`src/design/tdfp_pkg.sv`:
```
`timescale 1ns / 1ps
package tdfp_pkg;

  // default frame length in bytes
  localparam int FRAME_LEN_DEF = 6;

  // sensor tags
  localparam logic [1:0] TAG_AFT  = 2'd0;
  localparam logic [1:0] TAG_MID  = 2'd1;
  localparam logic [1:0] TAG_FORE = 2'd2;

  // a distance is kept only above this value
  localparam logic [7:0] MIN_VALID = 8'd5;

  // pair limit per frame
  localparam logic [1:0] MAX_PAIRS = 2'd3;

  // reset value of the clamp register
  localparam logic [7:0] MAX_DIST_RST = 8'd255;

endpackage

```
`src/design/tagged_distance_frame_parser.sv`:
```
`timescale 1ns / 1ps
// channel  | ports                                        | direction
// ---------+----------------------------------------------+----------
// input    | in_valid, in_ready, in_rx_byte               | in
// result   | out_valid, out_ready, out_aft_distance,      | out
//          | out_mid_distance, out_fore_distance,         |
//          | out_pairs_found                              |
// config   | cfg_wr_en, cfg_wr_data (max_distance)        | in
//
// One byte is taken per cycle; the frame state is updated in the cycle of the
// request, and the last byte of a frame loads the result register, so a result
// appears in the cycle after that byte. Synchronous active-low reset clears the
// frame state, held distances and sets the clamp to 255. While a result waits
// unread, bytes that do not end a frame are still taken; a frame-ending byte
// waits until the result register is free or being read.
module tagged_distance_frame_parser #(
  parameter int FRAME_LEN = tdfp_pkg::FRAME_LEN_DEF
) (
  input  logic       clk,
  input  logic       rst_n,
  input  logic       in_valid,
  output logic       in_ready,
  input  logic [7:0] in_rx_byte,
  output logic       out_valid,
  input  logic       out_ready,
  output logic [7:0] out_aft_distance,
  output logic [7:0] out_mid_distance,
  output logic [7:0] out_fore_distance,
  output logic [1:0] out_pairs_found,
  input  logic       cfg_wr_en,
  input  logic [7:0] cfg_wr_data
);
  import tdfp_pkg::*;

  localparam int POS_W = (FRAME_LEN > 2) ? $clog2(FRAME_LEN) : 1;
  localparam logic [POS_W-1:0] LAST_POS = POS_W'(FRAME_LEN - 1);

  logic [7:0]       max_dist_r;
  logic [POS_W-1:0] pos_r, pos_nxt;
  logic             expect_r, expect_nxt;
  logic [1:0]       tag_r, tag_nxt;
  logic [1:0]       pairs_r, pairs_nxt;
  logic [7:0]       aft_r, aft_nxt;
  logic [7:0]       mid_r, mid_nxt;
  logic [7:0]       fore_r, fore_nxt;
  logic             out_valid_r, out_valid_nxt;
  logic [7:0]       out_aft_r, out_mid_r, out_fore_r;
  logic [1:0]       out_pairs_r;

  logic       last;
  logic       accept;
  logic [7:0] clamped;
  logic       is_tag;

  assign last    = (pos_r == LAST_POS);
  assign in_ready = !out_valid_r || out_ready || !last;
  assign accept  = in_valid && in_ready;
  assign clamped = (in_rx_byte > max_dist_r) ? max_dist_r : in_rx_byte;
  assign is_tag  = (in_rx_byte <= {6'd0, TAG_FORE}) && (pairs_r < MAX_PAIRS) && !last;

  // frame scan and distance store
  always_comb begin
    pos_nxt    = pos_r;
    expect_nxt = expect_r;
    tag_nxt    = tag_r;
    pairs_nxt  = pairs_r;
    aft_nxt    = aft_r;
    mid_nxt    = mid_r;
    fore_nxt   = fore_r;
    if (accept) begin
      if (expect_r) begin
        expect_nxt = 1'b0;
        if (clamped > MIN_VALID) begin
          case (tag_r)
            TAG_AFT:  aft_nxt  = clamped;
            TAG_MID:  mid_nxt  = clamped;
            TAG_FORE: fore_nxt = clamped;
            default:  ;
          endcase
        end
      end else if (is_tag) begin
        tag_nxt    = in_rx_byte[1:0];
        expect_nxt = 1'b1;
        pairs_nxt  = pairs_r + 2'd1;
      end
      if (last) begin
        pos_nxt    = '0;
        expect_nxt = 1'b0;
        tag_nxt    = TAG_AFT;
        pairs_nxt  = '0;
      end else begin
        pos_nxt = pos_r + POS_W'(1);
      end
    end
  end

  // result register handshake
  always_comb begin
    out_valid_nxt = out_valid_r;
    if (out_ready) begin
      out_valid_nxt = 1'b0;
    end
    if (accept && last) begin
      out_valid_nxt = 1'b1;
    end
  end

  // control and held state
  always_ff @(posedge clk) begin
    if (!rst_n) begin
      max_dist_r  <= MAX_DIST_RST;
      pos_r       <= '0;
      expect_r    <= 1'b0;
      tag_r       <= TAG_AFT;
      pairs_r     <= '0;
      aft_r       <= '0;
      mid_r       <= '0;
      fore_r      <= '0;
      out_valid_r <= 1'b0;
    end else begin
      if (cfg_wr_en) begin
        max_dist_r <= cfg_wr_data;
      end
      pos_r       <= pos_nxt;
      expect_r    <= expect_nxt;
      tag_r       <= tag_nxt;
      pairs_r     <= pairs_nxt;
      aft_r       <= aft_nxt;
      mid_r       <= mid_nxt;
      fore_r      <= fore_nxt;
      out_valid_r <= out_valid_nxt;
    end
  end

  // result payload
  always_ff @(posedge clk) begin
    if (accept && last) begin
      out_aft_r   <= aft_nxt;
      out_mid_r   <= mid_nxt;
      out_fore_r  <= fore_nxt;
      out_pairs_r <= pairs_r;
    end
  end

  assign out_valid         = out_valid_r;
  assign out_aft_distance  = out_aft_r;
  assign out_mid_distance  = out_mid_r;
  assign out_fore_distance = out_fore_r;
  assign out_pairs_found   = out_pairs_r;

endmodule

```
`config.mk`:
```
export PLATFORM = sky130hd
export DESIGN_NAME = tagged_distance_frame_parser
export DESIGN_NICKNAME = d
export VERILOG_FILES = /design/src/design/tdfp_pkg.sv /design/src/design/tagged_distance_frame_parser.sv
export SDC_FILE = /design/constraint.sdc
export NUM_CORES = 1
export LEC_CHECK = 0
export ABC_AREA = 1
export BUFFER_PORTS_ARGS = -buffer_cell sky130_fd_sc_hd__buf_2
export CAP_MARGIN = 15
export CORE_ASPECT_RATIO = 1.1
export CORE_MARGIN = 4
export CORE_UTILIZATION = 50
export CTS_CLUSTER_DIAMETER = 60
export DETAILED_ROUTE_END_ITERATION = 6
export GPL_ROUTABILITY_DRIVEN = 0
export PLACE_DENSITY_LB_ADDON = 0.15
export SLEW_MARGIN = 20
export SYNTH_ARGS = -nofsm -noshare
export SYNTH_HDL_FRONTEND = slang
export SYNTH_SLANG_ARGS = --single-unit
```
`constraint.sdc`:
```
create_clock -name clk -period 2.24 [get_ports clk]
set_input_delay 0.224 -clock clk [delete_from_list [all_inputs] [get_ports clk]]
set_output_delay 0.224 -clock clk [all_outputs]
set_load 0.005 [all_outputs]
```
# After elaboration in Yosys (flattened, before gate mapping)
# Index checks and enable logic that the tools add are counted.
dict set report word_totals {
  input_bits 21
  elab_cells 60
  output_inout_bits 28
  register_bits 67
}
dict set report op_classes {
  n_lt_le_gt_ge 4
  add_sub_neg 2
  n_eq_ne 4
  n_mux 25
  n_reduce_logical 12
}
# cell n
set op_table {}
lappend op_table {{2-to-1 mux 8 bit} 13}
lappend op_table {{2-to-1 mux 2 bit} 6}
lappend op_table {{> comparator 8 x 3 -> 1 bit, second input constant} 1}
lappend op_table {{> comparator 8 bit} 1}
lappend op_table {{<= comparator 8 x 2 -> 1 bit, second input constant} 1}
lappend op_table {{2-to-1 mux 1 bit} 5}
lappend op_table {{logical AND 1 bit} 4}
lappend op_table {{nonzero test 2 bit} 2}
lappend op_table {{adder 3 x 1 -> 3 bit, second input constant} 1}
lappend op_table {{== test 3 bit, second input constant} 1}
lappend op_table {{2-to-1 mux 3 bit} 1}
lappend op_table {{AND reduction 3 bit} 1}
lappend op_table {{adder 2 x 1 -> 2 bit, second input constant} 1}
lappend op_table {{== test 2 x 1 -> 1 bit, second input constant} 1}
lappend op_table {{== test 2 bit, second input constant} 1}
lappend op_table {{zero test 1 bit} 2}
lappend op_table {{zero test 2 bit} 1}
lappend op_table {{logical OR 1 bit} 2}
lappend op_table {{less-than comparator 2 bit, second input constant} 1}
lappend op_table {{inequality test 2 x 1 -> 1 bit, second input constant} 1}

# Logic depth before layout (Yosys ltp)
# Gate-level depths: netlist (run 1).
dict set report logic_depth {
  ltp_word 6
  depth_mapped 19
  ltp_nobuf 19
}

# Worst setup path after synthesis (run 1)
# No wires, ideal clock.
dict set report synth_timing {
  path_kind {flip-flop to flip-flop}
  start {reg pos_r[0]}
  end {reg out_aft_r[0] (netlist: out_aft_distance[0]) (enable)}
  stages_incl_launch_ff 8
  t_arrival_ns 1.876
  setup_ns 0.410
  path_buffers 0
  required_ns 1.830
  period_less_slack_ns 2.286
  slack_ns -0.046
  path_cell_list {dfxtp_1 -> inv_1 -> nor2_1 -> nand2_1 -> inv_1 -> nand2_1 -> nand2_1 -> nor2_1}
}
dict set report synth_between {
  elab_chain_cells 5
}
# item line_no
set synth_rtl {}
lappend synth_rtl {{start, declared} tagged_distance_frame_parser.sv:39} ;# logic [POS_W-1:0] pos_r, pos_nxt;
lappend synth_rtl {{start signal, assigned} tagged_distance_frame_parser.sv:124} ;# pos_r <= pos_nxt;
lappend synth_rtl {{== test 3 bit} tagged_distance_frame_parser.sv:55} ;# assign last = (pos_r == LAST_POS);
lappend synth_rtl {{zero test 1 bit} tagged_distance_frame_parser.sv:56} ;# assign in_ready = !out_valid_r || out_ready || !last;
lappend synth_rtl {{logical OR 1 bit} tagged_distance_frame_parser.sv:56}
lappend synth_rtl {{named net in_ready} tagged_distance_frame_parser.sv:22} ;# output logic in_ready,
lappend synth_rtl {{logical AND 1 bit} tagged_distance_frame_parser.sv:57} ;# assign accept = in_valid && in_ready;
lappend synth_rtl {{logical AND 1 bit} tagged_distance_frame_parser.sv:137} ;# if (accept && last) begin
lappend synth_rtl {{end signal, assigned} tagged_distance_frame_parser.sv:138} ;# out_aft_r <= aft_nxt;
lappend synth_rtl {{end, declared} tagged_distance_frame_parser.sv:47} ;# logic [7:0] out_aft_r, out_mid_r, out_fore_r;
# The timed path passes the listed nets, and every way through them passes these cells.
# A chain may end at the register's enable or synchronous reset.

# Worst setup path in the final report (run 1)
dict set report layout_timing {
  start {reg max_dist_r[7]}
  end {reg out_aft_r[0] (netlist: out_aft_distance[0]), data pin}
}
dict set report layout_between {
  elab_chain_cells 6
  word_cells_on_any_way 7
  classes_between {order compare: 2; mux: 5}
}
# item line_no
set layout_rtl {}
lappend layout_rtl {{start, declared} tagged_distance_frame_parser.sv:38} ;# logic [7:0] max_dist_r;
lappend layout_rtl {{start signal, assigned} tagged_distance_frame_parser.sv:122} ;# max_dist_r <= cfg_wr_data;
lappend layout_rtl {{> comparator 8 bit} tagged_distance_frame_parser.sv:58} ;# assign clamped = (in_rx_byte > max_dist_r) ? max_dist_r : in_rx_byte;
lappend layout_rtl {{2-to-1 mux 8 bit (*)} tagged_distance_frame_parser.sv:58}
lappend layout_rtl {{> comparator 8 x 3 -> 1 bit or 2-to-1 mux 8 bit (tied branches)} {tagged_distance_frame_parser.sv:73, tagged_distance_frame_parser.sv:74}}
lappend layout_rtl {{2-to-1 mux 8 bit (*)} tagged_distance_frame_parser.sv:73} ;# if (clamped > MIN_VALID) begin
lappend layout_rtl {{2-to-1 mux 8 bit (*)} tagged_distance_frame_parser.sv:71} ;# if (expect_r) begin
lappend layout_rtl {{2-to-1 mux 8 bit (*)} tagged_distance_frame_parser.sv:70} ;# if (accept) begin
lappend layout_rtl {{named net aft_nxt[0]} tagged_distance_frame_parser.sv:43} ;# logic [7:0] aft_r, aft_nxt;
# Mark *: on every way through the listed nets, which the timed path passes. The rest lies on a longest branch.

==> results of run 1 <==
[logic make-up after synthesis]
group | after synthesis
compound gates | 50
fa+ha+maj | 9
buf+inv | 58
flops | 67
simple gates | 149
[metal layers]
metal | wire, um | global-route usage [%] | share of wire, %
met3 | 332 | 4.84 | 4.9
met2 | 3550 | 33.1 | 53
met5 | 0 | 0 | 0
met1 | 2710 | 21.8 | 40
met4 | 129 | 7.99 | 1.9
[metrics by stage]
step                hold slack [ps]  util, %  cells
floorplan                       342        -    333
global placement                437     61.8    476
detailed placement              444     61.8    476
CTS                            80.5     67.4    499
global route                    111     74.2    509
finish                         89.1     74.2    509
[where the power goes]
part | total (W) | internal (W) | switching [W]
logic | 0.000349 | 0.000152 | 0.000197
registers | 0.00128 | 0.00128 | 0.00000773
clock network | 0.00104 | 0.000576 | 0.000466
[area by class of cell]
cell class              count  area share [%]
multi-input cells         211            34.7
flip-flops and latches     67            39.4
repair buffers             88            13.6
well taps                  75            2.30
inverters                  52            4.78
clock inverters             5            1.50
clock buffers              11            3.71
[worst min-delay path, stage by stage]
cell and delay [ps]:
buf_2 80, a21oi_1 40, o21ai_0 50
[worst max path at each step]
stage	depth (start not counted)	endpoint	from	slack, ps
3_3_place_gp	15	out_aft_distance[0]$_DFFE_PP_	in_rx_byte[7]	-40
2_1_floorplan	14	out_fore_distance[3]$_DFFE_PP_	max_dist_r[7]$_SDFFE_PN1P_	140
6_report	14	out_aft_distance[0]$_DFFE_PP_	max_dist_r[7]$_SDFFE_PN1P_	-60
4_1_cts	15	out_fore_distance[0]$_DFFE_PP_	max_dist_r[5]$_SDFFE_PN1P_	2
5_1_grt	17	out_aft_distance[0]$_DFFE_PP_	max_dist_r[2]$_SDFFE_PN1P_	-210
3_5_place_dp	15	out_aft_distance[0]$_DFFE_PP_	in_rx_byte[7]	-90
[flip-flops by register name, indices dropped and copies added (netlist names), 3 cells and up]
| register | count |
|---|---|
| aft_r | 8 |
| fore_r | 8 |
| max_dist_r | 8 |
| mid_r | 8 |
| out_aft_distance | 8 |
| out_fore_distance | 8 |
| out_mid_distance | 8 |
| pos_r | 3 |
[what timing repair did]
item	in CTS	in global routing
endpoints found under the setup margin	9	48
pin swaps	9	23
hold buffers	0	0
gates resized for setup	11	75
setup buffers	4	10
gates cloned	3	0
[placed cells by master (no fill, tap or decap), drive strengths merged]
master	netlist	final
nor2	21	21
o21a	1	1
clkbuf	4	11
edfxtp	26	26
o31ai	1	1
clkinv	1	2
nor3	1	1
nand3	27	27
clkinvlp	0	3
a21oi	31	31
nor4	2	2
nand4	2	2
bufinv	0	1
nand2	95	98
and3	1	1
buf	2	88
a21o	1	1
ha	9	9
o21ai	16	16
inv	51	51
dfxtp	41	41
==> impl_metrics.prom, run 1 <==
# TYPE chip_impl_metric gauge
chip_impl_metric{name="reg2reg_depth",unit=""} 14
chip_impl_metric{name="synth_compound_gate_area_share",unit="%"} 9.13
chip_impl_metric{name="worstSkewPairLatency",unit="ps"} 340
chip_impl_info{name="timing.hold.worst.class",value="in2reg"} 1
chip_impl_metric{name="grt_start_max_net_pins",unit=""} 28
chip_impl_metric{name="post_synth_fa_ha_maj_area_fraction",unit="%"} 3.87
chip_impl_metric{name="synth_top_area_share",unit="%"} 28.2
chip_impl_metric{name="yosys_warnings",unit=""} 0
chip_impl_metric{name="filler_cell_count",unit=""} 389
chip_impl_metric{name="synth-seq-cells",unit=""} 67
chip_impl_metric{name="total_area_of_sequential_cells",unit="um2"} 1610
chip_impl_info{name="worstSetupStartpointType",value="flip-flop"} 1
chip_impl_metric{name="fp.coreArea",unit="um2"} 5500
chip_impl_metric{name="ports",unit=""} 49
chip_impl_info{name="dominant_combinational_cell_family_by_area_after_synthesis",value="simple AND/OR/NAND/NOR gates"} 1
chip_impl_metric{name="total_vias_in_the_final_route",unit=""} 2507
chip_impl_metric{name="route.detailed.vias_per_inst",unit=""} 4.93
chip_impl_metric{name="routed_wirelength",unit="um"} 6720
chip_impl_info{name="violations",value="negative setup slack"} 1
chip_impl_metric{name="dp_hpwl",unit="um"} 4210
chip_impl_metric{name="timing.final.crit_share",unit="%"} 103
chip_impl_metric{name="drcViolationCount",unit=""} 0
chip_impl_metric{name="grt_first_pass_wirelength",unit="um"} 10100
chip_impl_metric{name="overflow",unit=""} 0
chip_impl_metric{name="syn-num-nets",unit=""} 363
chip_impl_info{name="ctsRootBufferMaster",value="clkbuf_8"} 1
chip_impl_metric{name="arrival",unit="ps"} 2400
chip_impl_metric{name="placed_area",unit="um2"} 3400
chip_impl_metric{name="synth_sequential_area_ratio",unit="%"} 55.1
chip_impl_metric{name="ctsLongestPathBuffers",unit=""} 2
chip_impl_metric{name="areaGrowthSynthToFinish",unit="%"} 40.5
chip_impl_info{name="min_to",value="max_dist_r[7]$_SDFFE_PN1P_"} 1
chip_impl_metric{name="worst_reg_to_reg_setup_slack",unit="ps"} -60
chip_impl_info{name="yosys-top-cells-count",value="nand2_1 (87), inv_1 (50), dfxtp_1 (41)"} 1
chip_impl_metric{name="wl_per_cell",unit="um"} 13.2
chip_impl_metric{name="cts.sink_count",unit=""} 67
chip_impl_metric{name="num_rows",unit=""} 28
chip_impl_metric{name="yosys.area_share.simple",unit="%"} 23.9
chip_impl_info{name="path_class",value="reg2reg"} 1
chip_impl_metric{name="drt_pass1_iterations",unit=""} 4
chip_impl_metric{name="critPathRequiredTime",unit="ps"} 2340
chip_impl_metric{name="setup_viol_count_final",unit=""} 11
chip_impl_metric{name="die_x",unit="um"} 80.7
chip_impl_metric{name="yosys.area_share.xor_xnor",unit="%"} 0
chip_impl_metric{name="crit_path_max_incr_delay",unit="ps"} 330
chip_impl_metric{name="finalWorstPathRequiredPeriod",unit="ps"} 2300
chip_impl_info{name="run_status",value="complete, but fails checks"} 1
chip_impl_info{name="timing.critical_path.slowest_stage_cell",value="dfxtp_2"} 1
chip_impl_info{name="hp-start",value="cfg_wr_data[7]"} 1
chip_impl_metric{name="cts.reportedPaths.clkPinSlew",unit="ps"} 70
chip_impl_metric{name="timing.clock.skew",unit="ps"} 7.64
chip_impl_metric{name="die_outline_area",unit="um2"} 7100
chip_impl_metric{name="multi_input_area",unit="um2"} 1420
chip_impl_metric{name="synth.avg_cell_area",unit="um2"} 8.73
chip_impl_info{name="timing.critical_path.to_type",value="flip-flop"} 1
chip_impl_metric{name="number_of_h_tree_levels",unit=""} 3
chip_impl_metric{name="numCtsBuffers",unit=""} 9
chip_impl_metric{name="initial_core_utilization",unit="%"} 52.8
chip_impl_metric{name="relSlewSlack",unit="%"} 67.1
chip_impl_metric{name="synth_cell_types",unit=""} 27
chip_impl_info{name="setup_repair_after_global_routing_missed_its_margin",value="true"} 1
chip_impl_metric{name="dpl_worst_slack",unit="ps"} -94.2
chip_impl_metric{name="p_leak",unit="nW"} 1.90
chip_impl_info{name="regToRegStartpoint",value="max_dist_r[7]$_SDFFE_PN1P_"} 1
chip_impl_info{name="end_of_the_worst_register_to_register_path",value="out_aft_distance[0]$_DFFE_PP_"} 1
chip_impl_metric{name="initialDrtViolationCount",unit=""} 136
chip_impl_metric{name="report.final.slew_viol_count",unit=""} 0
chip_impl_metric{name="finalPower",unit="W"} 0.00267
chip_impl_metric{name="final.setup.tns",unit="ps"} -261
chip_impl_metric{name="netlist_area",unit="um2"} 2910
chip_impl_metric{name="grt_pass1_vias",unit=""} 2277
chip_impl_info{name="cp_top_family",value="simple AND/OR/NAND/NOR gates"} 1
chip_impl_metric{name="synth-edff-count",unit=""} 26
chip_impl_metric{name="maximum_fanout_encountered_on_the_critical_timing_path",unit=""} 12
chip_impl_info{name="postSynth.topFlopCell",value="dfxtp_1"} 1
chip_impl_metric{name="design_area",unit="um2"} 4080
chip_impl_metric{name="clock.fmax",unit="MHz"} 435
chip_impl_metric{name="route.antenna.remaining_nets",unit=""} 0
chip_impl_metric{name="num_antenna_cells",unit=""} 0
chip_impl_info{name="post_synth_main_area_contributors",value="dfxtp_1 (28%), edfxtp_1 (27%), nand2_1 (11%)"} 1
chip_impl_metric{name="design.final.nets",unit=""} 459
chip_impl_metric{name="placement.io_buffers",unit=""} 48
chip_impl_metric{name="worst-slew-pin-transition",unit="ps"} 488
chip_impl_metric{name="timing.final.hold_violations",unit=""} 0
chip_impl_metric{name="timing.final.ws_setup",unit="ps"} -58.3
chip_impl_metric{name="async_flop_share",unit="%"} 0
chip_impl_metric{name="worst_vdd_ir",unit="mV"} 0.389
chip_impl_info{name="crit_path_cell_trace",value="inv_2 -> ha_4 -> nand2_4 -> nor2_4 -> nand4_4 -> nand2_4 -> nand2_1 -> nand2_2 -> a21oi_4 -> buf_4 -> nand2_8 -> nand3_1 -> nand2_2 -> inv_1"} 1
chip_impl_metric{name="post_synth_inst_count",unit=""} 333
chip_impl_info{name="synth_top_cell_by_area",value="dfxtp_1"} 1
chip_impl_metric{name="min_delay_path_depth",unit=""} 3
chip_impl_metric{name="critPathBufInv",unit=""} 3
chip_impl_metric{name="final_layout_size_suffix_gt1_share",unit="%"} 44.7
chip_impl_metric{name="cellPowerDensity",unit="nW/um2"} 655
chip_impl_metric{name="grt_antenna_before_repair",unit=""} 0
chip_impl_info{name="synthMostInstantiatedCell",value="nand2_1"} 1
chip_impl_metric{name="groute.usage.overall",unit="%"} 18.9
chip_impl_info{name="clock_tree_from_tritoncts",value="yes"} 1
chip_impl_metric{name="muxShareOfSynthArea",unit="%"} 0
chip_impl_metric{name="cap_violations",unit=""} 0
chip_impl_metric{name="die_y",unit="um"} 88.0
No activity file was read; power rests on OpenSTA's default activity.
==> run 2, diff against run 1 <==
--- a/config.mk
+++ b/config.mk
@@ -10,10 +10,12 @@
 export CAP_MARGIN = 15
 export CORE_ASPECT_RATIO = 1.1
 export CORE_MARGIN = 4
-export CORE_UTILIZATION = 50
+export CORE_UTILIZATION = 52
+export CTS_BUF_LIST = sky130_fd_sc_hd__clkbuf_8
 export CTS_CLUSTER_DIAMETER = 60
 export DETAILED_ROUTE_END_ITERATION = 6
 export GPL_ROUTABILITY_DRIVEN = 0
+export MAX_ROUTING_LAYER = met4
 export PLACE_DENSITY_LB_ADDON = 0.15
 export SLEW_MARGIN = 20
 export SYNTH_ARGS = -nofsm -noshare
==> run 2 against run 1 <==
  * The run still ends with negative setup slack left
  * Fmax fell by 1.2%
  * Total power fell by 2.5%
  * Hold slack improved by 8.3 ps
  * Final cell count rose by 0.20%
  * Utilization rose by 1.5 points
  * Die area fell by 3.5%
  * Sequential cell count did not move
  * Critical endpoint is now out_mid_distance[0]$_DFFE_PP_
==> impl_metrics.prom, run 2 (synthesis gave the netlist of run 1 again) <==
# TYPE chip_impl_metric gauge
chip_impl_metric{name="critPathRequiredTime",unit="ps"} 2340
chip_impl_metric{name="placement.io_buffers",unit=""} 48
chip_impl_metric{name="grt_pass1_vias",unit=""} 2292
chip_impl_metric{name="grt_antenna_before_repair",unit=""} 0
chip_impl_metric{name="drt_pass1_iterations",unit=""} 4
chip_impl_info{name="worstSetupStartpointType",value="flip-flop"} 1
chip_impl_metric{name="timing.final.hold_violations",unit=""} 0
chip_impl_metric{name="timing.clock.skew",unit="ps"} 7.46
chip_impl_metric{name="finalWorstPathRequiredPeriod",unit="ps"} 2330
chip_impl_metric{name="num_antenna_cells",unit=""} 0
chip_impl_metric{name="ports",unit=""} 49
chip_impl_info{name="crit_path_cell_trace",value="inv_2 -> ha_4 -> nand2_2 -> nand2_2 -> nand2_2 -> nand2_2 -> nand2_2 -> nand2_4 -> nand2_4 -> nand2_4 -> nand2_4 -> a21oi_4 -> nand2_8 -> nand2_8 -> nand2_2 -> nand2_2 -> inv_1"} 1
chip_impl_info{name="ctsRootBufferMaster",value="clkbuf_8"} 1
chip_impl_info{name="regToRegStartpoint",value="max_dist_r[1]$_SDFFE_PN1P_"} 1
chip_impl_metric{name="clock.fmax",unit="MHz"} 430
chip_impl_metric{name="setup_viol_count_final",unit=""} 25
chip_impl_info{name="timing.hold.worst.class",value="in2reg"} 1
chip_impl_metric{name="die_x",unit="um"} 79.3
chip_impl_info{name="critical_path.most_common_cell",value="nand2_2"} 1
chip_impl_info{name="violations",value="negative setup slack"} 1
chip_impl_metric{name="maximum_fanout_encountered_on_the_critical_timing_path",unit=""} 8
chip_impl_info{name="clock_tree_from_tritoncts",value="yes"} 1
chip_impl_metric{name="final_layout_size_suffix_gt1_share",unit="%"} 45.7
chip_impl_metric{name="p_leak",unit="nW"} 1.90
chip_impl_info{name="setup_repair_after_global_routing_missed_its_margin",value="true"} 1
chip_impl_metric{name="cellPowerDensity",unit="nW/um2"} 638
chip_impl_metric{name="areaGrowthSynthToFinish",unit="%"} 40.6
chip_impl_metric{name="worst_vdd_ir",unit="mV"} 0.555
chip_impl_info{name="layout_common_cells",value="buf_2 (48), nand2_1 (46), inv_1 (43)"} 1
chip_impl_metric{name="initial_core_utilization",unit="%"} 53.9
chip_impl_metric{name="numCtsBuffers",unit=""} 9
chip_impl_info{name="path_class",value="reg2reg"} 1
chip_impl_metric{name="timing.final.ws_setup",unit="ps"} -87.0
chip_impl_metric{name="cap_violations",unit=""} 0
chip_impl_metric{name="cts.reportedPaths.clkPinSlew",unit="ps"} 70
chip_impl_metric{name="finalPower",unit="W"} 0.00261
chip_impl_metric{name="initialDrtViolationCount",unit=""} 201
chip_impl_metric{name="fin_worst_hold_slack",unit="ps"} 97.4
chip_impl_metric{name="die_y",unit="um"} 86.4
chip_impl_metric{name="grt_first_pass_wirelength",unit="um"} 10100
chip_impl_info{name="final_common_cell",value="buf_2"} 1
chip_impl_metric{name="ctsHoldBuffers",unit=""} 0
chip_impl_metric{name="route.detailed.vias_per_inst",unit=""} 5.02
chip_impl_metric{name="net-switching-power",unit="W"} 0.000648
chip_impl_metric{name="design.final.nets",unit=""} 460
chip_impl_metric{name="drcViolationCount",unit=""} 0
chip_impl_metric{name="routed_wirelength",unit="um"} 6690
chip_impl_metric{name="crit_path_max_incr_delay",unit="ps"} 340
chip_impl_metric{name="fp.coreArea",unit="um2"} 5400
chip_impl_metric{name="die_outline_area",unit="um2"} 6850
chip_impl_metric{name="timing.final.crit_share",unit="%"} 104
chip_impl_metric{name="worstSkewPairLatency",unit="ps"} 340
chip_impl_metric{name="report.final.slew_viol_count",unit=""} 0
chip_impl_metric{name="dp_hpwl",unit="um"} 4360
chip_impl_metric{name="worst-slew-pin-transition",unit="ps"} 590
chip_impl_info{name="timing.critical_path.to_type",value="flip-flop"} 1
chip_impl_metric{name="swShare",unit="%"} 24.9
chip_impl_metric{name="groute.usage.overall",unit="%"} 19.7
chip_impl_metric{name="total_vias_in_the_final_route",unit=""} 2559
chip_impl_info{name="timing.critical_path.slowest_stage_cell",value="dfxtp_2"} 1
chip_impl_metric{name="combinationalPowerShare",unit="%"} 13.3
chip_impl_metric{name="num_rows",unit=""} 28
chip_impl_metric{name="grt_start_max_net_pins",unit=""} 28
chip_impl_metric{name="route.antenna.remaining_nets",unit=""} 0
chip_impl_info{name="source_of_the_critical_timing_path",value="max_dist_r[1]$_SDFFE_PN1P_"} 1
chip_impl_info{name="hp-start",value="cfg_wr_data[1]"} 1
chip_impl_metric{name="overflow",unit=""} 0
chip_impl_metric{name="wl_per_cell",unit="um"} 13.1
chip_impl_metric{name="critPathBufInv",unit=""} 2
chip_impl_metric{name="cts.sink_count",unit=""} 67
chip_impl_metric{name="power.share.sequential",unit="%"} 49.3
chip_impl_metric{name="arrival",unit="ps"} 2430
chip_impl_metric{name="relSlewSlack",unit="%"} 60.6
chip_impl_metric{name="ctsLongestPathBuffers",unit=""} 2
chip_impl_info{name="cp_top_family",value="simple AND/OR/NAND/NOR gates"} 1
chip_impl_metric{name="p_int",unit="W"} 0.00196
chip_impl_metric{name="number_of_h_tree_levels",unit=""} 3
chip_impl_metric{name="pwr-share-clk",unit="%"} 37.5
chip_impl_info{name="run_status",value="complete, but fails checks"} 1
-- run 2: per-layer routing --
| layer | GRT usage, % | share of wire (%) |
|---|---|---|
| met4 | 7.81 | 2.2 |
| met1 | 21.6 | 41 |
| met2 | 33.8 | 53 |
| met3 | 5.41 | 4.4 |
| met5 | - | 0 |
-- run 2: through the flow --
| stage | utilization, % | setup slack (ps) | cell area, um2 | TNS [ps] | cells |
|---|---|---|---|---|---|
| floorplan | - | 145 | 2910 | 0 | 333 |
| global placement | 63.6 | -33.6 | 3430 | -189 | 480 |
| detailed placement | 63.6 | -127 | 3430 | -1250 | 480 |
| CTS | 68.9 | 2.32 | 3720 | 0 | 501 |
| global route | 75.7 | -193 | 4090 | -5230 | 510 |
| finish | 75.7 | -87.0 | 4090 | -1230 | 510 |
-- run 2: final timing paths --
check                             endpoint  slack [ps]  cells past startpoint
min reg2reg           fore_r[3]$_SDFF_PN0_         470                      2
max reg2reg  out_mid_distance[0]$_DFFE_PP_         -90                     17
min             max_dist_r[1]$_SDFFE_PN1P_         100                      3
max          out_mid_distance[0]$_DFFE_PP_         -90                     17
-- run 2: power by group through the flow --
stage	logic, W	clock network [W]	registers [W]
after detailed placement	0.000247	0	0.00131
after global routing	0.000377	0.00105	0.00129
after global placement	0.000240	0	0.00131
after CTS	0.000277	0.000996	0.00128
final	0.000346	0.000978	0.00128
after floorplan	0.000136	0	0.00131
-- run 2: final cells by class --
cell class              instances  area [um2]
multi-input cells             211        1420
clock buffers                  10         138
clock inverters                 6        56.3
inverters                      52         195
repair buffers                 89         572
fillers                       398        1310
well taps                      75        93.8
flip-flops and latches         67        1610
-- run 2: repair_timing --
action | in CTS | in global routing
endpoints found under the hold margin | 0 | 0
cloned | 3 | 0
buffers inserted | 2 | 9
resized for setup | 13 | 78
pin swaps | 8 | 27
setup endpoints to repair | 21 | 48
-- run 2: worst register-to-register path, delay by kind of cell (launching register included) --
| family | cells | cell delay, ps |
|---|---|---|
| and+or+nand+nor | 13 | 1140 |
| buffers and inverters | 2 | 90 |
| DFF | 1 | 340 |
| adders and majority gates | 1 | 260 |
| AOI/OAI and AO/OA | 1 | 270 |
==> run 3, diff against run 2 <==
--- a/config.mk
+++ b/config.mk
@@ -5,12 +5,11 @@
 export SDC_FILE = /design/constraint.sdc
 export NUM_CORES = 1
 export LEC_CHECK = 0
-export ABC_AREA = 1
 export BUFFER_PORTS_ARGS = -buffer_cell sky130_fd_sc_hd__buf_2
 export CAP_MARGIN = 15
 export CORE_ASPECT_RATIO = 1.1
 export CORE_MARGIN = 4
-export CORE_UTILIZATION = 52
+export CORE_UTILIZATION = 53
 export CTS_BUF_LIST = sky130_fd_sc_hd__clkbuf_8
 export CTS_CLUSTER_DIAMETER = 60
 export DETAILED_ROUTE_END_ITERATION = 6
@@ -21,3 +20,4 @@
 export SYNTH_ARGS = -nofsm -noshare
 export SYNTH_HDL_FRONTEND = slang
 export SYNTH_SLANG_ARGS = --single-unit
+export TNS_END_PERCENT = 10
==> run 3 against run 2 <==
  * The flow still finishes with violations (negative setup slack)
  * Die area grew 3.0%
  * Non-clock buffer count grew 20
  * Utilization grew 2.8 points
  * Global-route usage grew 5.0 points
  * Critical path type unchanged
  * Largest power group unchanged
  * Highest routed layer unchanged
==> impl_metrics.prom, run 3 <==
# TYPE chip_impl_metric gauge
chip_impl_metric{name="arrival",unit="ps"} 2450
chip_impl_info{name="end_of_the_worst_register_to_register_path",value="out_aft_distance[7]$_DFFE_PP_"} 1
chip_impl_info{name="synth_top_cell_by_area",value="dfxtp_1"} 1
chip_impl_info{name="timing.critical_path.slowest_stage_cell",value="dfxtp_2"} 1
chip_impl_metric{name="post_synth_inst_count",unit=""} 279
chip_impl_metric{name="synth_cell_types",unit=""} 44
chip_impl_metric{name="netlist_area",unit="um2"} 3060
chip_impl_metric{name="yosys_warnings",unit=""} 0
chip_impl_info{name="postSynth.topFlopCell",value="dfxtp_1"} 1
chip_impl_metric{name="syn-num-nets",unit=""} 309
chip_impl_metric{name="initial_core_utilization",unit="%"} 55.7
chip_impl_metric{name="grt_first_pass_wirelength",unit="um"} 12600
chip_impl_metric{name="number_of_h_tree_levels",unit=""} 3
chip_impl_metric{name="route.antenna.remaining_nets",unit=""} 0
chip_impl_info{name="synthMostInstantiatedCell",value="dfxtp_1"} 1
chip_impl_metric{name="areaGrowthSynthToFinish",unit="%"} 41.1
chip_impl_info{name="violations",value="negative setup slack"} 1
chip_impl_metric{name="initialDrtViolationCount",unit=""} 249
chip_impl_metric{name="worst_reg_to_reg_setup_slack",unit="ps"} -120
chip_impl_info{name="critical_path.most_common_cell",value="buf_4"} 1
chip_impl_metric{name="cap_violations",unit=""} 0
chip_impl_metric{name="synth-seq-cells",unit=""} 67
chip_impl_metric{name="ctsHoldBuffers",unit=""} 0
chip_impl_metric{name="grt_start_max_net_pins",unit=""} 29
chip_impl_info{name="post_synth_main_area_contributors",value="dfxtp_1 (27%), edfxtp_1 (26%), o221a_1 (5.5%)"} 1
chip_impl_metric{name="relSlewSlack",unit="%"} 74.3
chip_impl_metric{name="die_x",unit="um"} 80.5
chip_impl_metric{name="timing.final.crit_share",unit="%"} 105
chip_impl_metric{name="wl_per_cell",unit="um"} 17.8
chip_impl_metric{name="layout.core_utilization",unit="%"} 78.5
chip_impl_info{name="layout_common_cells",value="buf_4 (52), buf_2 (49), dfxtp_1 (36), edfxtp_1 (26)"} 1
chip_impl_metric{name="p_leak",unit="nW"} 1.71
chip_impl_metric{name="routed_wirelength",unit="um"} 8270
chip_impl_metric{name="pwr-share-clk",unit="%"} 43.1
chip_impl_metric{name="groute.usage.overall",unit="%"} 24.6
chip_impl_metric{name="route.detailed.vias_per_inst",unit=""} 5.92
chip_impl_metric{name="worst_vdd_ir",unit="mV"} 0.488
chip_impl_info{name="hp-start",value="cfg_wr_data[4]"} 1
chip_impl_info{name="ctsRootBufferMaster",value="clkbuf_8"} 1
chip_impl_metric{name="critPathBufInv",unit=""} 4
chip_impl_info{name="clock_tree_from_tritoncts",value="yes"} 1
chip_impl_metric{name="min_delay_path_depth",unit=""} 3
chip_impl_info{name="final_common_cell",value="buf_4"} 1
chip_impl_info{name="timing.hold.worst.class",value="in2reg"} 1
chip_impl_metric{name="placement.io_buffers",unit=""} 48
chip_impl_metric{name="dp_hpwl",unit="um"} 5020
chip_impl_metric{name="num_antenna_cells",unit=""} 0
chip_impl_metric{name="filler_cell_count",unit=""} 343
chip_impl_info{name="yosys-top-cells-count",value="dfxtp_1 (41), edfxtp_1 (26), nor2_1 (25)"} 1
chip_impl_metric{name="grt_antenna_before_repair",unit=""} 0
chip_impl_metric{name="ports",unit=""} 49
chip_impl_metric{name="p_int",unit="W"} 0.00219
chip_impl_metric{name="grt_pass1_vias",unit=""} 2596
chip_impl_info{name="setup_repair_after_global_routing_missed_its_margin",value="true"} 1
chip_impl_metric{name="reg2reg_depth",unit=""} 10
chip_impl_metric{name="cts.sink_count",unit=""} 67
chip_impl_metric{name="crit_path_max_incr_delay",unit="ps"} 340
chip_impl_metric{name="synth_sequential_area_ratio",unit="%"} 52.3
chip_impl_metric{name="cellPowerDensity",unit="nW/um2"} 668
chip_impl_metric{name="total_vias_in_the_final_route",unit=""} 2748
chip_impl_info{name="crit_path_cell_trace",value="inv_2 -> ha_4 -> nand4_1 -> buf_4 -> a211oi_4 -> buf_6 -> nor3b_4 -> buf_4 -> nor2_4 -> o22ai_1"} 1
chip_impl_info{name="timing.critical_path.to_type",value="flip-flop"} 1
chip_impl_metric{name="net-switching-power",unit="W"} 0.000696
chip_impl_metric{name="timing.final.ws_setup",unit="ps"} -120
chip_impl_metric{name="maximum_fanout_encountered_on_the_critical_timing_path",unit=""} 10
chip_impl_metric{name="power.share.sequential",unit="%"} 44.3
chip_impl_metric{name="combinationalPowerShare",unit="%"} 12.5
chip_impl_metric{name="synth.avg_cell_area",unit="um2"} 11.0
chip_impl_metric{name="clock.fmax",unit="MHz"} 424
chip_impl_metric{name="timing.clock.skew",unit="ps"} 10.3
chip_impl_metric{name="drt_pass1_iterations",unit=""} 5
chip_impl_metric{name="critPathRequiredTime",unit="ps"} 2330
chip_impl_info{name="regToRegStartpoint",value="max_dist_r[7]$_SDFFE_PN1P_"} 1
chip_impl_metric{name="fp.coreArea",unit="um2"} 5500
chip_impl_metric{name="swShare",unit="%"} 24.1
chip_impl_metric{name="async_flop_share",unit="%"} 0
chip_impl_metric{name="finalWorstPathRequiredPeriod",unit="ps"} 2360
chip_impl_metric{name="report.final.slew_viol_count",unit=""} 0
chip_impl_metric{name="design_area",unit="um2"} 4320
chip_impl_info{name="cp_top_family",value="buffers and inverters"} 1
chip_impl_metric{name="num_rows",unit=""} 28
chip_impl_metric{name="design.final.nets",unit=""} 414
chip_impl_info{name="run_status",value="complete, but fails checks"} 1
chip_impl_info{name="min_to",value="max_dist_r[4]$_SDFFE_PN1P_"} 1
chip_impl_info{name="path_class",value="reg2reg"} 1
chip_impl_metric{name="cts.reportedPaths.clkPinSlew",unit="ps"} 80
chip_impl_metric{name="final_layout_size_suffix_gt1_share",unit="%"} 44.5
chip_impl_metric{name="fin_worst_hold_slack",unit="ps"} 85.6
chip_impl_metric{name="ctsLongestPathBuffers",unit=""} 2
chip_impl_metric{name="numCtsBuffers",unit=""} 9
chip_impl_info{name="worstSetupStartpointType",value="flip-flop"} 1
chip_impl_metric{name="finalPower",unit="W"} 0.00289
chip_impl_metric{name="setup_viol_count_final",unit=""} 39
chip_impl_metric{name="die_outline_area",unit="um2"} 7060
chip_impl_metric{name="synth-edff-count",unit=""} 26
chip_impl_metric{name="overflow",unit=""} 0
chip_impl_metric{name="worstSkewPairLatency",unit="ps"} 360
chip_impl_metric{name="placed_area",unit="um2"} 3660
chip_impl_metric{name="die_y",unit="um"} 87.7
chip_impl_metric{name="timing.final.hold_violations",unit=""} 0
chip_impl_metric{name="worst-slew-pin-transition",unit="ps"} 382
chip_impl_metric{name="drcViolationCount",unit=""} 0
chip_impl_metric{name="synth_top_area_share",unit="%"} 26.8
-- run 3: changes by cell type after synthesis, moves of 13 or more --
cell	before	now
o22a_1	0	15
a21oi_1	30	8
o221a_1	0	15
o21ai_0	15	2
nand2_1	87	21
inv_1	50	17
nand3_1	27	0
-- run 3: per-layer routing --
metal | part of all wire (%) | routed length (um) | vias to the layer above | GRT usage [%]
met1 | 41 | 3410 | 1316 | 28.9
met4 | 4.0 | 328 | 0 | 13.5
met2 | 50 | 4100 | 113 | 40.1
met3 | 5.2 | 427 | 35 | 4.12
li1 | - | - | 1284 | -
met5 | 0 | 0 | - | -
-- run 3: stage by stage --
stage	cells	setup WS (ps)	setup TNS, ps
finish	464	-120	-2520
global route	464	-230	-7810
CTS	459	-38.3	-210
detailed placement	433	-275	-8210
global placement	433	-173	-3230
floorplan	279	-46.2	-808
-- run 3: power by group through the flow --
stage	sequential [W]	combinational [W]	clock, W
final	0.00128	0.000362	0.00124
after global routing	0.00128	0.000385	0.00131
after CTS	0.00128	0.000337	0.00125
after detailed placement	0.00131	0.000264	0
after global placement	0.00130	0.000257	0
after floorplan	0.00131	0.000130	0
-- run 3: how the worst max path moves through the flow --
stage	endpoint	depth (start not counted)	from	slack, ps
floorplan	out_fore_distance[0]$_DFFE_PP_	9	max_dist_r[5]$_SDFFE_PN1P_	-50
global placement	out_fore_distance[7]$_DFFE_PP_	8	max_dist_r[7]$_SDFFE_PN1P_	-170
detailed placement	out_fore_distance[7]$_DFFE_PP_	8	max_dist_r[7]$_SDFFE_PN1P_	-280
CTS	out_mid_distance[5]$_DFFE_PP_	12	max_dist_r[5]$_SDFFE_PN1P_	-40
global route	out_mid_distance[5]$_DFFE_PP_	12	max_dist_r[5]$_SDFFE_PN1P_	-230
finish	out_aft_distance[7]$_DFFE_PP_	10	max_dist_r[7]$_SDFFE_PN1P_	-120
-- run 3: tightest hold or removal path: stages --
cell	delay, ps
buf_2	70
nand2_1	40
o211ai_1	60
-- run 3: layout make-up --
cell class                      instances  area, um2  area share [%]
Tap cell                               75       93.8            2.17
Sequential cell                        67       1610            37.2
Timing Repair Buffer                  109        726            16.8
Multi-Input combinational cell        179       1580            36.5
Inverter                               18       67.6            1.56
Clock inverter                          7        125            2.90
Clock buffer                            9        124            2.87
-- run 3: logic make-up (layout without fill, tap and decap cells) --
family | after synthesis | in the layout | synth area share [%]
AOI/OAI and AO/OA | 79 | 79 | 21.3
xor gates and xnor gates | 1 | 1 | 0.286
adders and majority gates | 9 | 9 | 3.68
buffers and inverters | 33 | 143 | 4.99
DFF | 67 | 67 | 52.3
muxes | 10 | 10 | 3.27
and+or+nand+nor | 80 | 80 | 14.2
-- run 3: repair_timing --
item	4_1_cts	5_1_grt
cloned	1	0
gates resized for setup	41	21
setup buffers	10	5
pin swaps	21	8
setup endpoints to repair	48	48
